==> src/rtl/mazeuf_pkg.sv <==
`default_nettype none

package mazeuf_pkg;

    // Request codes and wall sides.
    localparam logic       OP_READ    = 1'b1;
    localparam logic [1:0] SIDE_LEFT  = 2'd0;
    localparam logic [1:0] SIDE_RIGHT = 2'd1;
    localparam logic [1:0] SIDE_UP    = 2'd2;
    localparam logic [1:0] SIDE_DOWN  = 2'd3;

    typedef enum logic [3:0] {
        ST_CLEAR,
        ST_IDLE,
        ST_CHECK,
        ST_RD_WAIT,
        ST_F_RD,
        ST_F_CHK,
        ST_C_CHK,
        ST_C_WR,
        ST_WALL_A,
        ST_WALL_B,
        ST_FINISH
    } t_state;

    typedef enum logic [3:0] {
        CMD_NONE,
        CMD_CLEAR,
        CMD_LOAD,
        CMD_RD_WALL,
        CMD_FIND_A,
        CMD_FIND_B,
        CMD_P_READ,
        CMD_F_STEP,
        CMD_FOUND,
        CMD_C_WRITE,
        CMD_JOIN,
        CMD_WALL_A,
        CMD_WALL_B,
        CMD_OUT
    } t_dp_cmd;

    typedef enum logic [1:0] {
        RES_REJECT,
        RES_SAME,
        RES_REMOVED,
        RES_READ
    } t_res;

    typedef struct packed {
        t_dp_cmd cmd;
        t_res    res;
    } t_dp_ctrl;

    typedef struct packed {
        logic is_read;
        logic on_board;
        logic reject;
        logic cur_is_root;
        logic cur_eq_root;
        logic roots_equal;
        logic clr_last;
    } t_dp_stat;

endpackage

`default_nettype wire

==> src/rtl/mazeuf_dp.sv <==
`default_nettype none

module mazeuf_dp #(
    parameter int GRID_SIDE = 16
) (
    input  wire                  i_clk,
    input  wire                  i_rst_n,
    input  mazeuf_pkg::t_dp_ctrl i_ctrl,
    output mazeuf_pkg::t_dp_stat o_stat,
    input  wire                  i_operation,
    input  wire  [3:0]           i_row,
    input  wire  [3:0]           i_column,
    input  wire  [1:0]           i_side,
    output logic                 o_removed,
    output logic                 o_rejected,
    output logic                 o_wall_present
);

    localparam int CELL_COUNT = GRID_SIDE * GRID_SIDE;
    localparam int IDX_W      = $clog2(CELL_COUNT);
    localparam logic [6:0]       SIDE_V   = 7'(GRID_SIDE);
    localparam logic [IDX_W-1:0] ROW_STEP = IDX_W'(GRID_SIDE);
    localparam logic [IDX_W-1:0] LAST_IDX = IDX_W'(CELL_COUNT - 1);

    logic [IDX_W-1:0] r_parent_mem [CELL_COUNT];
    logic [3:0]       r_wall_mem   [CELL_COUNT];

    logic             r_op;
    logic [1:0]       r_side;
    logic             r_on_board;
    logic             r_reject;
    logic [IDX_W-1:0] r_a;
    logic [IDX_W-1:0] r_b;
    logic [IDX_W-1:0] r_cur;
    logic [IDX_W-1:0] r_start;
    logic [IDX_W-1:0] r_root;
    logic [IDX_W-1:0] r_ra;
    logic [IDX_W-1:0] r_pdata;
    logic [3:0]       r_wdata;
    logic [IDX_W-1:0] r_clr;
    logic [IDX_W-1:0] n_clr;

    logic             n_on_board;
    logic             n_reject;
    logic [11:0]      n_lin;
    logic [IDX_W-1:0] n_a;
    logic [IDX_W-1:0] n_b;

    logic             p_we;
    logic             p_re;
    logic [IDX_W-1:0] p_waddr;
    logic [IDX_W-1:0] p_wdata;
    logic             w_we;
    logic             w_re;
    logic [IDX_W-1:0] w_waddr;
    logic [IDX_W-1:0] w_raddr;
    logic [3:0]       w_wdata;
    logic [3:0]       mask_a;
    logic [3:0]       mask_b;

    // Decode of the incoming request.
    always_comb begin
        n_on_board = ({3'b0, i_row} < SIDE_V) && ({3'b0, i_column} < SIDE_V);
        n_reject   = !n_on_board
                     || (i_side == mazeuf_pkg::SIDE_RIGHT)
                     || (i_side == mazeuf_pkg::SIDE_DOWN)
                     || ((i_side == mazeuf_pkg::SIDE_UP) && (i_row == 4'd0))
                     || ((i_side == mazeuf_pkg::SIDE_LEFT) && (i_column == 4'd0));
        n_lin = ({8'b0, i_row} * 12'(GRID_SIDE)) + {8'b0, i_column};
        n_a   = n_lin[IDX_W-1:0];
        n_b   = (i_side == mazeuf_pkg::SIDE_UP) ? (n_a - ROW_STEP) : (n_a - IDX_W'(1));
    end

    always_comb begin
        if (r_side == mazeuf_pkg::SIDE_UP) begin
            mask_a = 4'(1) << mazeuf_pkg::SIDE_UP;
            mask_b = 4'(1) << mazeuf_pkg::SIDE_DOWN;
        end else begin
            mask_a = 4'(1) << mazeuf_pkg::SIDE_LEFT;
            mask_b = 4'(1) << mazeuf_pkg::SIDE_RIGHT;
        end
    end

    // Memory port control.
    always_comb begin
        p_we    = 1'b0;
        p_re    = 1'b0;
        p_waddr = r_cur;
        p_wdata = r_root;
        w_we    = 1'b0;
        w_re    = 1'b0;
        w_waddr = r_a;
        w_raddr = r_a;
        w_wdata = r_wdata & ~mask_a;
        n_clr   = r_clr;
        unique case (i_ctrl.cmd)
            mazeuf_pkg::CMD_CLEAR: begin
                p_we    = 1'b1;
                p_waddr = r_clr;
                p_wdata = r_clr;
                w_we    = 1'b1;
                w_waddr = r_clr;
                w_wdata = 4'hF;
                n_clr   = r_clr + IDX_W'(1);
            end
            mazeuf_pkg::CMD_P_READ: begin
                p_re = 1'b1;
            end
            mazeuf_pkg::CMD_C_WRITE: begin
                p_we = 1'b1;
            end
            mazeuf_pkg::CMD_RD_WALL: begin
                w_re = 1'b1;
            end
            mazeuf_pkg::CMD_JOIN: begin
                p_we    = 1'b1;
                p_waddr = r_ra;
                w_re    = 1'b1;
            end
            mazeuf_pkg::CMD_WALL_A: begin
                w_we    = 1'b1;
                w_re    = 1'b1;
                w_raddr = r_b;
            end
            mazeuf_pkg::CMD_WALL_B: begin
                w_we    = 1'b1;
                w_waddr = r_b;
                w_wdata = r_wdata & ~mask_b;
            end
            default: begin
            end
        endcase
    end

    always_ff @(posedge i_clk) begin
        if (p_we) begin
            r_parent_mem[p_waddr] <= p_wdata;
        end
        if (p_re) begin
            r_pdata <= r_parent_mem[r_cur];
        end
    end

    always_ff @(posedge i_clk) begin
        if (w_we) begin
            r_wall_mem[w_waddr] <= w_wdata;
        end
        if (w_re) begin
            r_wdata <= r_wall_mem[w_raddr];
        end
    end

    always_ff @(posedge i_clk) begin
        if (!i_rst_n) begin
            r_clr <= '0;
        end else begin
            r_clr <= n_clr;
        end
    end

    always_ff @(posedge i_clk) begin
        unique case (i_ctrl.cmd)
            mazeuf_pkg::CMD_LOAD: begin
                r_op       <= i_operation;
                r_side     <= i_side;
                r_on_board <= n_on_board;
                r_reject   <= n_reject;
                r_a        <= n_a;
                r_b        <= n_b;
            end
            mazeuf_pkg::CMD_FIND_A: begin
                r_cur   <= r_a;
                r_start <= r_a;
            end
            mazeuf_pkg::CMD_FIND_B: begin
                r_ra    <= r_root;
                r_cur   <= r_b;
                r_start <= r_b;
            end
            mazeuf_pkg::CMD_F_STEP, mazeuf_pkg::CMD_C_WRITE: begin
                r_cur <= r_pdata;
            end
            mazeuf_pkg::CMD_FOUND: begin
                r_root <= r_cur;
                r_cur  <= r_start;
            end
            mazeuf_pkg::CMD_OUT: begin
                o_removed      <= (i_ctrl.res == mazeuf_pkg::RES_REMOVED);
                o_rejected     <= (i_ctrl.res == mazeuf_pkg::RES_REJECT);
                // A read of a cell off the board reports a standing wall.
                o_wall_present <= (i_ctrl.res == mazeuf_pkg::RES_READ)
                                  && (!r_on_board || r_wdata[r_side]);
            end
            default: begin
            end
        endcase
    end

    always_comb begin
        o_stat.is_read     = (r_op == mazeuf_pkg::OP_READ);
        o_stat.on_board    = r_on_board;
        o_stat.reject      = r_reject;
        o_stat.cur_is_root = (r_pdata == r_cur);
        o_stat.cur_eq_root = (r_cur == r_root);
        o_stat.roots_equal = (r_ra == r_root);
        o_stat.clr_last    = (r_clr == LAST_IDX);
    end

endmodule

`default_nettype wire

==> src/rtl/mazeuf_ctrl.sv <==
`default_nettype none

module mazeuf_ctrl (
    input  wire                  i_clk,
    input  wire                  i_rst_n,
    input  wire                  i_in_valid,
    output logic                 o_in_ready,
    output logic                 o_out_valid,
    input  wire                  i_out_ready,
    input  mazeuf_pkg::t_dp_stat i_stat,
    output mazeuf_pkg::t_dp_ctrl o_ctrl
);

    mazeuf_pkg::t_state r_state;
    mazeuf_pkg::t_state n_state;
    mazeuf_pkg::t_res   r_res;
    mazeuf_pkg::t_res   n_res;
    logic               r_phase;
    logic               n_phase;
    logic               r_out_valid;
    logic               n_out_valid;

    always_ff @(posedge i_clk) begin
        if (!i_rst_n) begin
            r_state     <= mazeuf_pkg::ST_CLEAR;
            r_res       <= mazeuf_pkg::RES_REJECT;
            r_phase     <= 1'b0;
            r_out_valid <= 1'b0;
        end else begin
            r_state     <= n_state;
            r_res       <= n_res;
            r_phase     <= n_phase;
            r_out_valid <= n_out_valid;
        end
    end

    always_comb begin
        n_state    = r_state;
        n_res      = r_res;
        n_phase    = r_phase;
        o_ctrl.cmd = mazeuf_pkg::CMD_NONE;
        o_ctrl.res = r_res;
        o_in_ready = 1'b0;
        unique case (r_state)
            mazeuf_pkg::ST_CLEAR: begin
                o_ctrl.cmd = mazeuf_pkg::CMD_CLEAR;
                if (i_stat.clr_last) begin
                    n_state = mazeuf_pkg::ST_IDLE;
                end
            end
            mazeuf_pkg::ST_IDLE: begin
                o_in_ready = 1'b1;
                if (i_in_valid) begin
                    o_ctrl.cmd = mazeuf_pkg::CMD_LOAD;
                    n_state    = mazeuf_pkg::ST_CHECK;
                end
            end
            mazeuf_pkg::ST_CHECK: begin
                if (i_stat.is_read) begin
                    n_res = mazeuf_pkg::RES_READ;
                    if (i_stat.on_board) begin
                        o_ctrl.cmd = mazeuf_pkg::CMD_RD_WALL;
                        n_state    = mazeuf_pkg::ST_RD_WAIT;
                    end else begin
                        n_state = mazeuf_pkg::ST_FINISH;
                    end
                end else if (i_stat.reject) begin
                    n_res   = mazeuf_pkg::RES_REJECT;
                    n_state = mazeuf_pkg::ST_FINISH;
                end else begin
                    o_ctrl.cmd = mazeuf_pkg::CMD_FIND_A;
                    n_phase    = 1'b0;
                    n_state    = mazeuf_pkg::ST_F_RD;
                end
            end
            mazeuf_pkg::ST_RD_WAIT: begin
                n_state = mazeuf_pkg::ST_FINISH;
            end
            mazeuf_pkg::ST_F_RD: begin
                o_ctrl.cmd = mazeuf_pkg::CMD_P_READ;
                n_state    = mazeuf_pkg::ST_F_CHK;
            end
            mazeuf_pkg::ST_F_CHK: begin
                if (i_stat.cur_is_root) begin
                    o_ctrl.cmd = mazeuf_pkg::CMD_FOUND;
                    n_state    = mazeuf_pkg::ST_C_CHK;
                end else begin
                    o_ctrl.cmd = mazeuf_pkg::CMD_F_STEP;
                    n_state    = mazeuf_pkg::ST_F_RD;
                end
            end
            mazeuf_pkg::ST_C_CHK: begin
                // Compression walks the path again from the start cell.
                if (!i_stat.cur_eq_root) begin
                    o_ctrl.cmd = mazeuf_pkg::CMD_P_READ;
                    n_state    = mazeuf_pkg::ST_C_WR;
                end else if (!r_phase) begin
                    o_ctrl.cmd = mazeuf_pkg::CMD_FIND_B;
                    n_phase    = 1'b1;
                    n_state    = mazeuf_pkg::ST_F_RD;
                end else if (i_stat.roots_equal) begin
                    n_res   = mazeuf_pkg::RES_SAME;
                    n_state = mazeuf_pkg::ST_FINISH;
                end else begin
                    o_ctrl.cmd = mazeuf_pkg::CMD_JOIN;
                    n_state    = mazeuf_pkg::ST_WALL_A;
                end
            end
            mazeuf_pkg::ST_C_WR: begin
                o_ctrl.cmd = mazeuf_pkg::CMD_C_WRITE;
                n_state    = mazeuf_pkg::ST_C_CHK;
            end
            mazeuf_pkg::ST_WALL_A: begin
                o_ctrl.cmd = mazeuf_pkg::CMD_WALL_A;
                n_state    = mazeuf_pkg::ST_WALL_B;
            end
            mazeuf_pkg::ST_WALL_B: begin
                o_ctrl.cmd = mazeuf_pkg::CMD_WALL_B;
                n_res      = mazeuf_pkg::RES_REMOVED;
                n_state    = mazeuf_pkg::ST_FINISH;
            end
            mazeuf_pkg::ST_FINISH: begin
                if (!r_out_valid || i_out_ready) begin
                    o_ctrl.cmd = mazeuf_pkg::CMD_OUT;
                    n_state    = mazeuf_pkg::ST_IDLE;
                end
            end
            default: begin
                n_state = mazeuf_pkg::ST_IDLE;
            end
        endcase
    end

    assign n_out_valid = (o_ctrl.cmd == mazeuf_pkg::CMD_OUT) || (r_out_valid && !i_out_ready);
    assign o_out_valid = r_out_valid;

endmodule

`default_nettype wire

==> src/rtl/maze_union_find_wall_carver.sv <==
// A read request reads the wall memory and then registers its result; a rejected offer
// goes straight to the result. An accepted offer finds the root of both cells by walking
// parent pointers, then walks each path again to point it at the root, and joins the sets and
// removes the wall when the roots differ. Requests are handled one at a time; the next one
// is accepted in the cycle after the result is loaded into the output register. After
// reset a clearing pass initializes both memories, with no request accepted meanwhile.
`default_nettype none

module maze_union_find_wall_carver #(
    parameter int GRID_SIDE = 16
) (
    input  wire        i_clk,
    input  wire        i_rst_n,
    input  wire        i_in_valid,
    output logic       o_in_ready,
    input  wire        i_operation,
    input  wire  [3:0] i_row,
    input  wire  [3:0] i_column,
    input  wire  [1:0] i_side,
    output logic       o_out_valid,
    input  wire        i_out_ready,
    output logic       o_removed,
    output logic       o_rejected,
    output logic       o_wall_present
);

    mazeuf_pkg::t_dp_ctrl dp_ctrl;
    mazeuf_pkg::t_dp_stat dp_stat;

    mazeuf_ctrl u_ctrl (
        .i_clk       (i_clk),
        .i_rst_n     (i_rst_n),
        .i_in_valid  (i_in_valid),
        .o_in_ready  (o_in_ready),
        .o_out_valid (o_out_valid),
        .i_out_ready (i_out_ready),
        .i_stat      (dp_stat),
        .o_ctrl      (dp_ctrl)
    );

    mazeuf_dp #(
        .GRID_SIDE (GRID_SIDE)
    ) u_dp (
        .i_clk          (i_clk),
        .i_rst_n        (i_rst_n),
        .i_ctrl         (dp_ctrl),
        .o_stat         (dp_stat),
        .i_operation    (i_operation),
        .i_row          (i_row),
        .i_column       (i_column),
        .i_side         (i_side),
        .o_removed      (o_removed),
        .o_rejected     (o_rejected),
        .o_wall_present (o_wall_present)
    );

    a_one_outcome: assert property (@(posedge i_clk) disable iff (!i_rst_n)
        o_out_valid |-> !(o_removed && o_rejected))
        else $error("offer result both removed and rejected");

    a_wall_only_on_read: assert property (@(posedge i_clk) disable iff (!i_rst_n)
        (o_out_valid && (o_removed || o_rejected)) |-> !o_wall_present)
        else $error("wall bit set on an offer result");

    a_clear_after_reset: assert property (@(posedge i_clk) disable iff (!i_rst_n)
        !$past(i_rst_n) |-> !o_in_ready)
        else $error("request accepted before the clearing pass");

    a_one_at_a_time: assert property (@(posedge i_clk) disable iff (!i_rst_n)
        (i_in_valid && o_in_ready) |=> !o_in_ready)
        else $error("second request accepted while one is in work");

endmodule

`default_nettype wire
==> config.mk <==
export PLATFORM = sky130hd
export DESIGN_NAME = maze_union_find_wall_carver
export DESIGN_NICKNAME = d
export VERILOG_FILES = /design/src/rtl/mazeuf_pkg.sv /design/src/rtl/mazeuf_dp.sv /design/src/rtl/mazeuf_ctrl.sv /design/src/rtl/maze_union_find_wall_carver.sv
export SDC_FILE = /design/constraint.sdc
export NUM_CORES = 2
export LEC_CHECK = 0
export CORE_MARGIN = 2
export CORE_UTILIZATION = 53
export DETAILED_ROUTE_END_ITERATION = 8
export DONT_BUFFER_PORTS = 1
export GPL_TIMING_DRIVEN = 1
export PLACE_DENSITY = 0.78
export REMOVE_ABC_BUFFERS = 1
export SKIP_CTS_REPAIR_TIMING = 1
export SLEW_MARGIN = 0
export SYNTH_ARGS = -nofsm -noshare
export SYNTH_HDL_FRONTEND = slang
export SYNTH_SLANG_ARGS = --single-unit
export TNS_END_PERCENT = 100
==> constraint.sdc <==
create_clock -name i_clk -period 6.41 [get_ports i_clk]
set_input_delay 1.282 -clock i_clk [delete_from_list [all_inputs] [get_ports i_clk]]
set_output_delay 1.282 -clock i_clk [all_outputs]
set_load 0.005 [all_outputs]
==> impl_metrics.yaml <==
outcome:
  status: "finished, final reports clean"
yosys:
  ys_async_sr_fraction: 0
  synth_enable_flop_cells: 3139
  synth.cell_area_um2: 124000
  ys_warn_count: 0
  synth_sequential_area_ratio: 0.761
  synth.lib_cells_used.distinct: 68
  synth_ff_type: "edfxtp_1"
  postSynthRegisterBits: 3155
  synthCells: 6738
  syn_avg_cell_area_um2: 18.4
routing:
  detail_route.wl_per_cell_um: 31.5
  first_pass_iters: 7
  route.vias.total: 67400
  avgViaCountPerCell: 6.65
  drc: 0
  antenna_left: 0
  initial_detailed_routing_violation_count: 10900
  detail_route.wirelength_um: 319000
floorplanning:
  dieHeight_um: 488
  floorplan.core_area_um2: 233000
  floorplan.die.width_um: 488
  io_pins: 20
  rows: 177
  dieArea_um2: 238000
  initial_utilization: 0.534
grt:
  wire_length_of_the_first_global_routing_pass_um: 467000
  first_global_vias: 67200
  grtUsageTotal: 0.268
  globalRoute.totalOverflow: 0
  grt_antenna_before_repair: 17
  grt_max_degree: 239
worst_hold_path:
  worstHoldStart: "i_operation"
  hold_path_end: "u_dp.r_op"
  min_path_type: "primary input to flop"
  timing.hold.worst_path_depth: 0
clocking:
  h-tree-depth: 5
  clockRootBuffer: "clkbuf_16"
  clock_latency_ps: 950
  cts_tree: "built"
  numClockSinks: 3155
  clk_pin_slew_ps: 60
  cts_made_buffers: 319
  clock_tree.buffer_depth: 4
critical_path:
  rr_worst_depth: 10
  path_max_fanout: 17
  worstPathArrival_ps: 6400
  timing_worst_setup_path_type: "flop to flop"
  critical_path.reg2reg.endpoint: "u_dp.r_parent_mem[42][2]"
  cp-end-kind: "flop"
  cp_data_required_time_ps: 6930
  r2r-start: "u_ctrl.r_state[1]"
  r2r_setup_slack_ps: 530
  critical_path.startpoint_type: "flop"
placed_design:
  detailedPlacementHpwl_um: 175000
  placement.io_buffers: 0
  routability_cong: 0.901
sta:
  grt_setup_unrepaired: "no"
  timing.final.max_slew_violations: 0
  slew_headroom: 0.0938
  hold_viol_final: 0
  setup_violations: 0
  worstMarginPinSlew_ps: 1360
  crit_path_time_final_ps: 5880
  finClkSkew_ps: 65.7
  min_period_over_period: 0.917
  hold_ws_ps: 448
  maxClockFrequency_ghz: 0.170
  fin_tns_setup_ps: 0
power:
  power-per-cell-area_nw_per_um2: 298
  worst_ir_drop_vdd_v: 0.000243
  post-layout-total-power_mw: 41.1
  leakagePower_nw: 44.9
cells_and_area:
  post_route_cells_drive_above_1_share: 0.187
  fill_cells: 15600
  layout_commonest_cell: "edfxtp_1"
  layout_common_cells: "3139 x edfxtp_1, 894 x nand2_1, 698 x mux4_2"
  area_growth_syn_to_layout_pct: 11.0
  finish.net_count: 6777
job:
  drv.max_cap_violation_count: 0
## registers in the layout, indices dropped and copies added (netlist names), 2 cells and up
name	cells
u_dp.r_a	8
u_dp.r_pdata	8
u_ctrl.r_res	2
u_dp.r_wdata	4
u_dp.r_wall_mem	1024
u_dp.r_root	8
u_dp.r_clr	8
u_dp.r_parent_mem	2048
u_dp.r_start	8
u_dp.r_ra	8
u_dp.r_b	8
u_dp.r_cur	8
u_ctrl.r_state	4
u_dp.r_side	2
## Yosys cell counts (8+ instances only)
library cell | count | area (um^2)
edfxtp_1 | 3139 | 94300
nand2_1 | 898 | 3370
mux4_2 | 698 | 15700
nor2_1 | 593 | 2230
nand3_1 | 345 | 1730
clkbuf_1 | 264 | 991
a31oi_1 | 91 | 569
buf_1 | 76 | 285
mux2i_1 | 76 | 761
nand4_1 | 68 | 425
buf_2 | 64 | 320
a32oi_1 | 62 | 543
a21oi_1 | 37 | 185
xnor2_1 | 27 | 236
a221oi_1 | 16 | 140
and2_1 | 16 | 100
dfxtp_1 | 16 | 320
nand2b_1 | 15 | 93.8
o21ai_0 | 15 | 75.1
a221o_1 | 14 | 140
nor2b_1 | 14 | 87.6
mux2_2 | 13 | 146
nor3_1 | 12 | 60.1
buf_4 | 11 | 82.6
a311oi_1 | 10 | 87.6
and3_1 | 10 | 62.6
a21o_1 | 9 | 67.6
xor2_1 | 9 | 78.8
a222oi_1 | 8 | 80.1
o2111ai_1 | 8 | 70.1
## metrics by stage
stage | instance area [um^2] | utilization | std cells | setup WS, ps
floorplan | 123000 | - | 6320 | -16850
detailed placement | 128000 | 0.549 | 9570 | 887
finish | 138000 | 0.592 | 10100 | 535
global placement | 128000 | 0.549 | 9570 | 1160
CTS | 138000 | 0.592 | 10100 | 693
global route | 138000 | 0.592 | 10100 | 251
## cell type report
cell class,instances,area (um^2),share of cell area
Antenna cell,8,20.0,0.000145
Clock buffer,384,8410,0.0610
Clock inverter,168,1580,0.0115
Inverter,6,22.5,0.000163
Multi-Input combinational cell,3159,28100,0.204
Sequential cell,3155,94600,0.686
Tap cell,3132,3920,0.0284
Timing Repair Buffer,118,1200,0.00869
## routing by layer
| layer | GRT usage | wire [um] |
|---|---|---|
| met5 | 0 | 331 |
| met4 | 0.124 | 16700 |
| met3 | 0.0603 | 35600 |
| met2 | 0.430 | 155000 |
| met1 | 0.352 | 111000 |
## worst max path at each step
stage	from	to	slack, ps	cells after the start
2_1_floorplan	u_dp.r_cur[0]	u_dp.r_parent_mem[117][0]	-16850	5
3_3_place_gp	u_dp.r_cur[5]	u_dp.r_parent_mem[42][6]	1160	10
3_5_place_dp	u_dp.r_cur[5]	u_dp.r_parent_mem[90][2]	890	10
4_1_cts	u_ctrl.r_state[1]	u_dp.r_parent_mem[42][2]	690	10
5_1_grt	u_ctrl.r_state[1]	u_dp.r_parent_mem[89][2]	250	10
6_report	u_ctrl.r_state[1]	u_dp.r_parent_mem[42][2]	530	10
## logic make-up after synthesis
family,after synthesis,synth area share
and+or+nand+nor,2005,0.0676
muxes,793,0.135
buffers and inverters,424,0.0140
DFF,3155,0.761
adders and majority gates,3,0.000302
AOI/OAI and AO/OA,322,0.0193
xor gates and xnor gates,36,0.00254
## report_power, final
| part | total, mW | internal, mW | switching [mW] |
|---|---|---|---|
| combinational | 0.328 | 0.0436 | 0.284 |
| sequential | 22.5 | 22.5 | 0.00922 |
| clock | 18.2 | 10.5 | 7.73 |
## worst max-delay path: stages, from the launching register on
cell	delay, ps
dfxtp_1	710
nor2b_1	330
nand2_1	260
nor3_1	430
a31oi_1	490
a221oi_1	750
nand2b_1	310
nor2b_1	290
nand2_1	730
buf_4	510
nor2_1	640
Power figures use the tool's default switching activity.
